[src/design/mrpt_pkg.sv]
// Package for the Miller-Rabin prime test unit.
// Holds the default width, the small-prime list and the witness list.
// No dependencies.
`timescale 1ns / 1ps

package mrpt_pkg;

    // default candidate width
    localparam int DATA_WIDTH_DEF = 64;

    // primes up to 37, used for the short list and for trial division
    localparam int NUM_SMALL = 12;
    localparam logic [5:0] SMALL_PRIMES [NUM_SMALL] = '{
        6'd2, 6'd3, 6'd5, 6'd7, 6'd11, 6'd13,
        6'd17, 6'd19, 6'd23, 6'd29, 6'd31, 6'd37
    };

    // fixed witnesses for the strong rounds
    localparam int NUM_WIT = 5;
    localparam logic [3:0] WITNESSES [NUM_WIT] = '{4'd2, 4'd3, 4'd5, 4'd7, 4'd11};

    // candidates at or below this are answered from the list
    localparam int SMALL_LIMIT = 40;

endpackage

[src/design/miller_rabin_prime_test_unit.sv]
// Channel   Dir   Signals                     Payload
// input     in    i_valid / o_stall           i_number  (DATA_WIDTH bits)
// output    out   o_valid / i_stall           o_is_prime (1 bit)
//
// An item goes through trial division, then the split of n-1 into an odd
// part and a power of two, then per witness about 2*log2(n) modular
// products in the shared multiplier. Candidates up to 40 or caught by
// trial division are answered after trial division alone. Reset is
// synchronous, active low, and needs no clearing pass. o_stall is high
// while an item is in work; a held result does not block the next item.
// Top level, uses mrpt_pkg, mrpt_sieve and mrpt_modmul.
`timescale 1ns / 1ps

module miller_rabin_prime_test_unit
    import mrpt_pkg::*;
#(
    parameter int DATA_WIDTH = DATA_WIDTH_DEF
) (
    input  logic                  i_clk,
    input  logic                  i_rst_n,
    input  logic                  i_valid,
    output logic                  o_stall,
    input  logic [DATA_WIDTH-1:0] i_number,
    output logic                  o_valid,
    input  logic                  i_stall,
    output logic                  o_is_prime
);

    localparam int CW = $clog2(DATA_WIDTH);

    localparam logic [2:0] S_IDLE  = 3'd0;
    localparam logic [2:0] S_SIEVE = 3'd1;
    localparam logic [2:0] S_SPLIT = 3'd2;
    localparam logic [2:0] S_POW   = 3'd3;
    localparam logic [2:0] S_MULR  = 3'd4;
    localparam logic [2:0] S_MULB  = 3'd5;
    localparam logic [2:0] S_TEST  = 3'd6;
    localparam logic [2:0] S_DONE  = 3'd7;

    logic [2:0]            r_state;
    logic                  r_sqr;
    logic                  r_first;
    logic                  r_result;
    logic                  r_ovalid;
    logic                  r_oprime;
    logic [2:0]            r_wi;
    logic [CW-1:0]         r_k;
    logic [CW-1:0]         r_j;
    logic [DATA_WIDTH-1:0] r_n;
    logic [DATA_WIDTH-1:0] r_m;
    logic [DATA_WIDTH-1:0] r_e;
    logic [DATA_WIDTH-1:0] r_r;
    logic [DATA_WIDTH-1:0] r_base;

    logic                  w_in_acc;
    logic                  w_sv_start;
    logic                  w_sv_done;
    logic                  w_sv_div;
    logic                  w_mm_start;
    logic [DATA_WIDTH-1:0] w_mm_a;
    logic [DATA_WIDTH-1:0] w_mm_b;
    logic                  w_mm_done;
    logic [DATA_WIDTH-1:0] w_mm_res;
    logic                  w_small_hit;
    logic                  w_pass;
    logic                  w_out_free;
    logic [DATA_WIDTH-1:0] w_nm1;

    assign w_in_acc   = i_valid && !o_stall;
    assign w_sv_start = w_in_acc;
    assign w_out_free = !r_ovalid || !i_stall;
    assign w_nm1      = r_n - 1'b1;

    // candidate on the short list of primes
    always_comb begin
        w_small_hit = 1'b0;
        for (int i = 0; i < NUM_SMALL; i++) begin
            if (r_n == DATA_WIDTH'(SMALL_PRIMES[i])) begin
                w_small_hit = 1'b1;
            end
        end
    end

    // strong-round exit on n-1, or on 1 before any squaring
    assign w_pass = (r_r == w_nm1) || (r_first && r_r == DATA_WIDTH'(1));

    // multiplier start and operand select
    always_comb begin
        w_mm_start = 1'b0;
        w_mm_a     = r_base;
        w_mm_b     = r_base;
        unique case (r_state)
            S_POW: begin
                if (r_e != '0) begin
                    w_mm_start = 1'b1;
                    if (r_e[0]) begin
                        w_mm_a = r_r;
                    end
                end
            end
            S_MULR: begin
                w_mm_start = w_mm_done;
            end
            S_TEST: begin
                w_mm_start = !w_pass && (r_j < r_k);
                w_mm_a     = r_r;
                w_mm_b     = r_r;
            end
            default: begin
                w_mm_start = 1'b0;
            end
        endcase
    end

    mrpt_sieve #(
        .DATA_WIDTH (DATA_WIDTH)
    ) u_sieve (
        .i_clk       (i_clk),
        .i_rst_n     (i_rst_n),
        .i_start     (w_sv_start),
        .i_number    (i_number),
        .o_done      (w_sv_done),
        .o_divisible (w_sv_div)
    );

    mrpt_modmul #(
        .DATA_WIDTH (DATA_WIDTH)
    ) u_modmul (
        .i_clk    (i_clk),
        .i_rst_n  (i_rst_n),
        .i_start  (w_mm_start),
        .i_a      (w_mm_a),
        .i_b      (w_mm_b),
        .i_n      (r_n),
        .o_done   (w_mm_done),
        .o_result (w_mm_res)
    );

    // sequencer
    always_ff @(posedge i_clk) begin
        if (!i_rst_n) begin
            r_state <= S_IDLE;
        end else begin
            unique case (r_state)
                S_IDLE: begin
                    if (w_in_acc) begin
                        r_state <= S_SIEVE;
                    end
                end
                S_SIEVE: begin
                    r_m <= w_nm1;
                    r_k <= '0;
                    if (w_sv_done) begin
                        if (r_n <= DATA_WIDTH'(SMALL_LIMIT)) begin
                            r_result <= w_small_hit;
                            r_state  <= S_DONE;
                        end else if (w_sv_div) begin
                            r_result <= 1'b0;
                            r_state  <= S_DONE;
                        end else begin
                            r_state <= S_SPLIT;
                        end
                    end
                end
                S_SPLIT: begin
                    if (!r_m[0]) begin
                        r_m <= r_m >> 1;
                        r_k <= r_k + 1'b1;
                    end else begin
                        r_wi    <= 3'd0;
                        r_r     <= DATA_WIDTH'(1);
                        r_base  <= DATA_WIDTH'(WITNESSES[0]);
                        r_e     <= r_m;
                        r_j     <= CW'(1);
                        r_first <= 1'b1;
                        r_state <= S_POW;
                    end
                end
                S_POW: begin
                    if (r_e == '0) begin
                        r_state <= S_TEST;
                    end else if (r_e[0]) begin
                        r_state <= S_MULR;
                    end else begin
                        r_state <= S_MULB;
                    end
                end
                S_MULR: begin
                    if (w_mm_done) begin
                        r_r     <= w_mm_res;
                        r_state <= S_MULB;
                    end
                end
                S_MULB: begin
                    if (w_mm_done) begin
                        if (r_sqr) begin
                            r_r     <= w_mm_res;
                            r_j     <= r_j + 1'b1;
                            r_first <= 1'b0;
                            r_state <= S_TEST;
                        end else begin
                            r_base  <= w_mm_res;
                            r_e     <= r_e >> 1;
                            r_state <= S_POW;
                        end
                    end
                end
                S_TEST: begin
                    if (w_pass) begin
                        if (r_wi == 3'(NUM_WIT - 1)) begin
                            r_result <= 1'b1;
                            r_state  <= S_DONE;
                        end else begin
                            r_wi    <= r_wi + 1'b1;
                            r_r     <= DATA_WIDTH'(1);
                            r_base  <= DATA_WIDTH'(WITNESSES[r_wi + 1'b1]);
                            r_e     <= r_m;
                            r_j     <= CW'(1);
                            r_first <= 1'b1;
                            r_state <= S_POW;
                        end
                    end else if (r_j >= r_k) begin
                        r_result <= 1'b0;
                        r_state  <= S_DONE;
                    end else begin
                        r_state <= S_MULB;
                    end
                end
                S_DONE: begin
                    if (w_out_free) begin
                        r_state <= S_IDLE;
                    end
                end
                default: begin
                    r_state <= S_IDLE;
                end
            endcase
        end
    end

    // result register
    always_ff @(posedge i_clk) begin
        if (!i_rst_n) begin
            r_ovalid <= 1'b0;
        end else if (r_state == S_DONE && w_out_free) begin
            r_ovalid <= 1'b1;
            r_oprime <= r_result;
        end else if (r_ovalid && !i_stall) begin
            r_ovalid <= 1'b0;
        end
    end

    // item capture and squaring-phase flag
    always_ff @(posedge i_clk) begin
        if (w_in_acc) begin
            r_n <= i_number;
        end
        if (r_state == S_POW) begin
            r_sqr <= 1'b0;
        end else if (r_state == S_TEST) begin
            r_sqr <= 1'b1;
        end
    end

    assign o_stall    = (r_state != S_IDLE);
    assign o_valid    = r_ovalid;
    assign o_is_prime = r_oprime;

endmodule

[src/design/mrpt_modmul.sv]
// Shared modular multiplier: (a * b) mod n by shift-and-add, msb first.
// Each bit of b takes a double step, then a conditional add step. Uses mrpt_pkg.
`timescale 1ns / 1ps

module mrpt_modmul
    import mrpt_pkg::*;
#(
    parameter int DATA_WIDTH = DATA_WIDTH_DEF
) (
    input  logic                  i_clk,
    input  logic                  i_rst_n,
    input  logic                  i_start,
    input  logic [DATA_WIDTH-1:0] i_a,
    input  logic [DATA_WIDTH-1:0] i_b,
    input  logic [DATA_WIDTH-1:0] i_n,
    output logic                  o_done,
    output logic [DATA_WIDTH-1:0] o_result
);

    localparam int CW = $clog2(DATA_WIDTH);

    // (x + y) mod n for x, y below n
    function automatic logic [DATA_WIDTH-1:0] add_mod(
        input logic [DATA_WIDTH-1:0] x,
        input logic [DATA_WIDTH-1:0] y,
        input logic [DATA_WIDTH-1:0] n
    );
        logic [DATA_WIDTH:0] s;
        s = {1'b0, x} + {1'b0, y};
        if (s >= {1'b0, n}) begin
            s = s - {1'b0, n};
        end
        return s[DATA_WIDTH-1:0];
    endfunction

    logic                  r_busy;
    logic                  r_phase;
    logic                  r_done;
    logic [CW-1:0]         r_cnt;
    logic [DATA_WIDTH-1:0] r_acc;
    logic [DATA_WIDTH-1:0] r_x;
    logic [DATA_WIDTH-1:0] r_y;
    logic [DATA_WIDTH-1:0] r_n;
    logic [DATA_WIDTH-1:0] n_acc;

    // one add-and-reduce per cycle
    always_comb begin
        if (!r_phase) begin
            n_acc = add_mod(r_acc, r_acc, r_n);
        end else if (r_y[DATA_WIDTH-1]) begin
            n_acc = add_mod(r_acc, r_x, r_n);
        end else begin
            n_acc = r_acc;
        end
    end

    // control
    always_ff @(posedge i_clk) begin
        if (!i_rst_n) begin
            r_busy  <= 1'b0;
            r_phase <= 1'b0;
            r_done  <= 1'b0;
            r_cnt   <= '0;
        end else begin
            r_done <= 1'b0;
            if (i_start) begin
                r_busy  <= 1'b1;
                r_phase <= 1'b0;
                r_cnt   <= '0;
            end else if (r_busy) begin
                r_phase <= ~r_phase;
                if (r_phase) begin
                    if (r_cnt == CW'(DATA_WIDTH - 1)) begin
                        r_busy <= 1'b0;
                        r_done <= 1'b1;
                    end else begin
                        r_cnt <= r_cnt + 1'b1;
                    end
                end
            end
        end
    end

    // datapath
    always_ff @(posedge i_clk) begin
        if (i_start) begin
            r_acc <= '0;
            r_x   <= i_a;
            r_y   <= i_b;
            r_n   <= i_n;
        end else if (r_busy) begin
            r_acc <= n_acc;
            if (r_phase) begin
                r_y <= {r_y[DATA_WIDTH-2:0], 1'b0};
            end
        end
    end

    assign o_done   = r_done;
    assign o_result = r_acc;

endmodule

[src/design/mrpt_sieve.sv]
// Trial division by the primes up to 37, one candidate bit per cycle.
// Twelve residue lanes run side by side. Uses mrpt_pkg.
`timescale 1ns / 1ps

module mrpt_sieve
    import mrpt_pkg::*;
#(
    parameter int DATA_WIDTH = DATA_WIDTH_DEF
) (
    input  logic                  i_clk,
    input  logic                  i_rst_n,
    input  logic                  i_start,
    input  logic [DATA_WIDTH-1:0] i_number,
    output logic                  o_done,
    output logic                  o_divisible
);

    localparam int CW = $clog2(DATA_WIDTH);

    logic                  r_busy;
    logic                  r_done;
    logic [CW-1:0]         r_cnt;
    logic [DATA_WIDTH-1:0] r_shift;
    logic [5:0]            r_res [NUM_SMALL];
    logic [5:0]            n_res [NUM_SMALL];
    logic [6:0]            w_t   [NUM_SMALL];
    logic                  w_zero;

    // residue update: r = (2r + bit) mod p, one compare-subtract
    always_comb begin
        w_zero = 1'b0;
        for (int i = 0; i < NUM_SMALL; i++) begin
            w_t[i] = {r_res[i], r_shift[DATA_WIDTH-1]};
            if (w_t[i] >= {1'b0, SMALL_PRIMES[i]}) begin
                n_res[i] = 6'(w_t[i] - {1'b0, SMALL_PRIMES[i]});
            end else begin
                n_res[i] = w_t[i][5:0];
            end
            if (r_res[i] == 6'd0) begin
                w_zero = 1'b1;
            end
        end
    end

    // control
    always_ff @(posedge i_clk) begin
        if (!i_rst_n) begin
            r_busy <= 1'b0;
            r_done <= 1'b0;
            r_cnt  <= '0;
        end else begin
            r_done <= 1'b0;
            if (i_start) begin
                r_busy <= 1'b1;
                r_cnt  <= '0;
            end else if (r_busy) begin
                if (r_cnt == CW'(DATA_WIDTH - 1)) begin
                    r_busy <= 1'b0;
                    r_done <= 1'b1;
                end else begin
                    r_cnt <= r_cnt + 1'b1;
                end
            end
        end
    end

    // residue lanes
    always_ff @(posedge i_clk) begin
        if (i_start) begin
            r_shift <= i_number;
            for (int i = 0; i < NUM_SMALL; i++) begin
                r_res[i] <= 6'd0;
            end
        end else if (r_busy) begin
            r_shift <= {r_shift[DATA_WIDTH-2:0], 1'b0};
            for (int i = 0; i < NUM_SMALL; i++) begin
                r_res[i] <= n_res[i];
            end
        end
    end

    assign o_done      = r_done;
    assign o_divisible = w_zero;

endmodule

[config.mk]
export PLATFORM = sky130hd
export DESIGN_NAME = miller_rabin_prime_test_unit
export DESIGN_NICKNAME = d
export VERILOG_FILES = /design/src/design/mrpt_pkg.sv /design/src/design/miller_rabin_prime_test_unit.sv /design/src/design/mrpt_modmul.sv /design/src/design/mrpt_sieve.sv
export SDC_FILE = /design/constraint.sdc
export NUM_CORES = 2
export LEC_CHECK = 0
export BUFFER_PORTS_ARGS = -buffer_cell sky130_fd_sc_hd__buf_4
export CORE_UTILIZATION = 30
export DETAILED_ROUTE_END_ITERATION = 6
export MAX_ROUTING_LAYER = met4
export SKIP_CTS_REPAIR_TIMING = 1
export SLEW_MARGIN = 20
export SYNTH_ARGS = -nofsm -noshare
export SYNTH_HDL_FRONTEND = slang
export SYNTH_HIERARCHICAL = 1
export SYNTH_SLANG_ARGS = --single-unit
[constraint.sdc]
create_clock -name i_clk -period 14.75 [get_ports i_clk]
set_clock_uncertainty 0.05 [all_clocks]
set_input_delay 0.7375 -clock i_clk [delete_from_list [all_inputs] [get_ports i_clk]]
set_output_delay 0.7375 -clock i_clk [all_outputs]
set_load 0.02 [all_outputs]
# --- After elaboration in Yosys (flattened, before gate mapping) ---
# Memories as Yosys holds them, arrays and structs flattened.
# Cells that the tools add are included.
op_classes:
  n_addsub: 22
  order_cmp: 18
  eq_ne: 39
  muxes: 142
  bitwise_logic: 19
  reduce_logical: 53
op_table:
  columns: ["cell", "n"]
  rows:
  - ["two-way mux 64 bit", 29]
  - ["case mux 64 bit (3 select lines)", 2]
  - ["equality test 64 x 5 -> 1 bit (second input constant)", 5]
  - ["case mux 64 bit (2 select lines)", 2]
  - ["case mux 64 bit (4 select lines)", 1]
  - ["two-way mux 6 bit", 30]
  - ["adder 64 x 64 -> 65 bit", 2]
  - ["greater-or-equal comparator 65 x 64 -> 1 bit", 2]
  - ["equality test 64 x 2 -> 1 bit (second input constant)", 2]
  - ["equality test 64 x 3 -> 1 bit (second input constant)", 2]
  - ["equality test 64 x 4 -> 1 bit (second input constant)", 2]
  - ["subtractor 64 bit", 2]
  - ["zero test 6 bit", 12]
  - ["equality test 64 x 1 -> 1 bit (second input constant)", 1]
  - ["equality test 64 x 6 -> 1 bit (second input constant)", 1]
  - ["equality test 64 bit", 1]
  - ["<= comparator 64 x 6 -> 1 bit (second input constant)", 1]
  - ["zero test 64 bit", 1]
  - ["nonzero test 64 bit", 1]
  - ["subtractor 64 x 1 -> 64 bit (second input constant)", 1]
  - ["two-way mux 1 bit", 53]
  - ["two-way mux 3 bit", 14]
  - ["greater-or-equal comparator 7 x 5 -> 1 bit (second input constant)", 5]
  - ["subtractor 6 x 5 -> 6 bit (second input constant)", 5]
  - ["48 further kinds", 116]
totals:
  ff_bits: 680
  mem_bits_rw: 72
  romBits: 32
  in_bits: 68
  out_inout_bits: 3
  word_cells: 322
  mem_count: 2
mem_list:
  columns: ["name", "depth", "width", "rd", "rd_clocked_by_memory_dff", "wr", "line", "text"]
  rows:
  - ["u_sieve.r_res", 12, 6, 12, 0, 12, "mrpt_sieve.sv:24", "logic [5:0] r_res [NUM_SMALL];"]
  - ["(name not given)", 8, 4, 1, 0, 0, "miller_rabin_prime_test_unit.sv:216", "r_base <= DATA_WIDTH'(WITNESSES[r_wi + 1'b1]);"]

# --- Longest topological paths before layout ---
# An unclocked memory read counts as a cell.
logic_depth:
  depth_word: 18
  ltp_mapped: 26
  mapped_depth_nobuf: 23

# --- Modules after synthesis ---
# Netlist, hierarchy kept.
modules_own_cells:
  columns: ["module", "n_inst", "cells_per_inst", "area_each_um2", "seq_area_each_um2"]
  rows:
  - ["mrpt_modmul", 1, 2566, 22589.2, 7226.9]
  - ["miller_rabin_prime_test_unit", 1, 1862, 18838.1, 10249.8]
  - ["mrpt_sieve", 1, 590, 7342.0, 4244.1]

# --- Worst setup path before layout ---
# No wires, ideal clock.
synth_path:
  path_kind: "reg2reg"
  start: "register, netlist name r_n[25]"
  end: "register r_base[0], enable pin"
  setup_time_ps: 805
  t_arrival_ps: 12925
  slack_ps: 971
  stages_incl_launch_ff: 13
  synth_period_minus_slack_ps: 13779
  cell_sequence: "edfxtp_1 -> buf_2 -> or4_4 -> nor4_1 -> nand3_1 -> or3_1 -> mux2i_1 -> a211o_1 -> or4_1 -> nor4_2 -> a21bo_1 -> a21oi_2 -> a211oi_1"
synth_lines:
  columns: ["item", "line", "text"]
  rows:
  - ["end signal: assignment", "miller_rabin_prime_test_unit.sv:172", "r_base <= DATA_WIDTH'(WITNESSES[0]);"]
  - ["end signal: assignment", "miller_rabin_prime_test_unit.sv:202", "r_base <= w_mm_res;"]
  - ["end signal: assignment", "miller_rabin_prime_test_unit.sv:216", null]
  - ["end: declaration", "miller_rabin_prime_test_unit.sv:53", "logic [DATA_WIDTH-1:0] r_base;"]

# --- Worst setup path after layout ---
layout_path:
  start: "register u_modmul.r_acc[0], in the netlist u_modmul/o_result[0]"
  end: "register u_modmul.r_acc[2], in the netlist u_modmul/o_result[2]"
layout_between:
  elab_chain_cells: 5
  elab_cells_between_ends: 10
  classes_between: "add/sub (4); order compare (2); mux (4)"
layout_rtl:
  columns: ["item", "line", "text"]
  rows:
  - ["start: declaration", "mrpt_modmul.sv:40", "logic [DATA_WIDTH-1:0] r_acc;"]
  - ["start signal: assignment", "mrpt_modmul.sv:92", "r_acc <= n_acc;"]
  - ["adder 64 x 64 -> 65 bit", "mrpt_modmul.sv:29", "s = {1'b0, x} + {1'b0, y};"]
  - ["subtractor 64 bit or greater-or-equal comparator 65 x 64 -> 1 bit (tied branches)", "mrpt_modmul.sv:31, mrpt_modmul.sv:30", null]
  - ["two-way mux 64 bit", "mrpt_modmul.sv:30", "if (s >= {1'b0, n}) begin"]
  - ["two-way mux 64 bit", "mrpt_modmul.sv:50", "end else if (r_y[DATA_WIDTH-1]) begin"]
  - ["two-way mux 64 bit *", "mrpt_modmul.sv:48", "if (!r_phase) begin"]
# Mark *: on every way between the ends. The rest lies on a longest branch, timed or not. The select of a mux whose other input is x is not followed.
# A chain may end at the register's enable or synchronous reset.

==> results.cfg <==
[floorplanning]
die_height_um = 405.2
fp-row-count = 147
design.core.area_mm2 = 0.1609
design.die.area_mm2 = 0.1642
floorplan.initialDensity = 0.3030
boundaryPins = 71
die_x_um = 405.2

[global_route]
grt-busiest-layer = met2
grt_pass1_wl_um = 273200
global_route.usage.met2 = 0.3518
grt_remaining_overflow = 0
groute.usage.overall = 0.2322
first_global_vias = 38740
grt_use_met3 = 0.03647
antenna_found_initial = 18
global_route.usage.met1 = 0.3121
grt_max_degree = 120

[status]
failing_checks = design-rule violations
status = finished, violations left

[timing]
slew_violations = 0
hold_violations = 0
slew_margin_rel = 0.2298
unrepaired_setup_endpoints_after_global_routing = no
report.final.setup_viol = 0
final.period_utilization = 0.5323
final.setup.tns_ps = 0
max_slew.worst_pin.slew_ps = 1145
fmax_mhz = 127.4
min_period_ps = 7852

[placed_design]
io_buffer_count = 70
dp.final_hpwl_um = 144600
gp_congestion = 1.004

[cts]
cts_tree = built
cts.clk_slew.worst_paths_ps = 70
clock-sinks = 752
worstSkewPairLatency_ps = 720
cts_buffers = 89
root_buffer = clkbuf_16
cts_buffer_depth = 3
cts_htree_levels = 3

[setup_path]
setup.reg_to_reg.worst_slack_ps = 6900
cp-end-kind = flip-flop
start_kind = flip-flop
kind_of_critical_path = reg2reg
data_arrival_time_of_the_critical_path_ps = 8370
worstPathRequired_ps = 15270
timing.critical_path.fanout_max = 57

[synthesis]
ys_async_sr_fraction = 0
netlist_instances = 5018
ys_dominant_reg_cell = edfxtp_1
ys_seq_area_frac = 0.4454
synthesis.area_per_instance_um2 = 9.719
ys_types = 119
synth_largest_type_area_fraction = 0.4101
synth-warning-count = 6
ys_seq_elements = 752
synth.area.top_cells = edfxtp_1 41%, ha_1 5.8%, nand2_1 5.5%
synth-edff-count = 666
synth.net_count = 5317
area_of_the_mapped_netlist_mm2 = 0.04877
synth_top_area_cell = edfxtp_1

[power]
power.share.clock = 0.223
power.combinational.fraction = 0.488
switching_power_summed_over_all_nets_mw = 4.695
ir_drop_mv = 0.1093
internal_power_mw = 6.015
pwr-share-seq = 0.288
cellLeakagePower_nw = 20.09
power.density_mw_per_mm2 = 196.0
sw_frac_of_total = 0.4384

[final_layout]
syn2layout_area_growth_pct = 12.02
fin_nets = 5278
nFillCells = 16330
share_of_final_layout_standard_cells_stronger_than_drive_strength_1 = 0.1149
core_utilization_of_the_finished_layout = 0.3395

[drt]
detailedRoute.firstIterationViolations = 4707
totalWireLength_um = 189700
detailedRoute.firstPassIterationCount = 7
via_per_inst = 5.694
detail_route.drc_violations = 3
ant_nets = 0
vias_post_dr = 41140
routed_wire_length_per_instance_um = 26.25

[flow_run]
drv_cap = 0

[min_path]
worst_hold_path_type = in2reg
[path summary, 6_finish.rpt]
kind                           to                  from  cells after the start
max          u_modmul/o_result[2]  u_modmul/o_result[0]                     25
min                       r_n[19]          i_number[19]                      1
max reg2reg  u_modmul/o_result[2]  u_modmul/o_result[0]                     25
min reg2reg            o_is_prime              r_result                      0
[area by class of cell]
| class | count | area [µm²] | area share |
|---|---|---|---|
| diodes | 9 | 22.52 | 0.0004122 |
| flip-flops and latches | 752 | 21720 | 0.3976 |
| clock buffers | 111 | 2370 | 0.04338 |
| inverters | 165 | 619.3 | 0.01134 |
| multi-input cells | 3834 | 25360 | 0.4642 |
| repair buffers | 137 | 1041 | 0.01906 |
| clock inverters | 57 | 793.3 | 0.01452 |
| well taps | 2160 | 2703 | 0.04947 |
[sequential cells by signal, indices dropped and copies added, names as in the netlist, 6 cells and up]
| name | cells |
|---|---|
| u_sieve/r_shift | 64 |
| r_k | 6 |
| u_modmul/r_n | 64 |
| u_modmul/r_cnt | 6 |
| u_modmul/o_result | 64 |
| r_e | 64 |
| u_modmul/r_y | 64 |
| r_m | 64 |
| r_base | 64 |
| u_sieve/r_cnt | 6 |
| u_modmul/r_x | 64 |
| r_n | 64 |
| u_sieve/r_res | 72 |
| r_j | 6 |
| r_r | 64 |
[Yosys cell counts, types with 33 or more instances]
master,instances
a211oi_1,56
a21o_1,84
a21oi_1,385
a31oi_1,33
and2_1,89
and3_1,99
buf_2,40
clkbuf_1,181
dfxtp_1,86
edfxtp_1,666
ha_1,228
inv_1,161
mux2_2,187
mux2i_1,34
nand2_1,712
nand2b_1,33
nand3_1,132
nand4_1,91
nor2_1,295
nor3_1,101
nor4_1,93
o211ai_1,82
o21ai_0,196
or3_1,46
xnor2_1,201
xor2_1,133
[power by group through the flow]
stage                     Combinational (mW)  Clock, mW  Sequential (mW)
after global routing                    5.64       2.51             3.11
after floorplan                         3.76          0             2.95
after global placement                  5.12          0             3.11
after detailed placement                5.09          0             3.12
final                                   5.23       2.39             3.09
after CTS                               5.12       2.43             3.08
[cells in the final DEF, fill, tap and decap left out, types with 31 or more instances in the layout]
cell type	netlist	routed
nand2b_1	33	33
mux2i_1	34	34
dfxtp_1	86	84
o21bai_1	31	31
xnor2_1	201	201
o211ai_1	82	82
nor2_1	295	288
mux2_2	187	187
nor4_1	93	93
inv_1	161	160
buf_4	11	136
edfxtp_1	666	666
nand3_1	132	132
nand4_1	91	91
clkbuf_16	0	89
o21ai_0	196	196
and2_1	89	88
or3_1	46	46
nor2b_1	32	32
a31oi_1	33	33
nor3_1	101	99
ha_1	228	228
and3_1	99	99
a21o_1	84	84
a211oi_1	56	55
nand2_1	712	706
xor2_1	133	133
a21oi_1	385	385
or4_1	31	31
[worst max-delay path, stage by stage (launching register included)]
cell,delay (ps)
dfxtp_1,430
ha_1,240
fa_1,290
a211oi_2,120
o211ai_2,290
a41oi_2,320
o31ai_1,650
o21ai_1,260
a21boi_2,380
a31oi_1,250
o41ai_2,610
xor2_1,260
ha_1,350
a21oi_1,230
nor2b_1,70
nor3_1,160
o211ai_1,150
a211oi_1,290
nand3_2,130
a211oi_4,400
buf_4,480
buf_4,630
mux2i_1,240
o21ai_0,90
a21oi_1,160
nor3_1,60
[kinds of logic (layout without fill, tap and decap cells)]
group                      after synthesis  after routing  share of synthesized area
muxes                                  221            221                    0.05016
and+or+nand+nor                       1849           1849                     0.1851
buffers and inverters                  432            470                    0.03666
adders and majority gates              231            231                    0.05973
AOI/OAI and AO/OA                     1198           1198                     0.1625
xor gates and xnor gates               335            335                    0.06044
DFF                                    752            752                     0.4454
other                                    0              9                          0
[per-stage QoR]
step	cells	setup slack, ps	total power, mW	cell area [µm²]	hold WS (ps)
3_3_place_gp	7048	7219	8.229	51440	393.8
4_1_cts	7216	7076	10.63	54610	99.57
6_report	7225	6898	10.71	54630	150.0
2_1_floorplan	5018	970.6	6.709	48770	350.3
5_1_grt	7222	6554	11.26	54620	128.2
3_5_place_dp	7048	7133	8.205	51450	394.5
[metal layers]
metal | vias to the layer above | part of all wire | wire [µm]
met5 | - | 0 | 0
met4 | 0 | 0.037 | 6950
met3 | 299 | 0.078 | 14780
met2 | 1808 | 0.45 | 84550
met1 | 20400 | 0.44 | 83390
li1 | 18640 | - | -
Note: power is estimated with default switching activity, not from simulation.
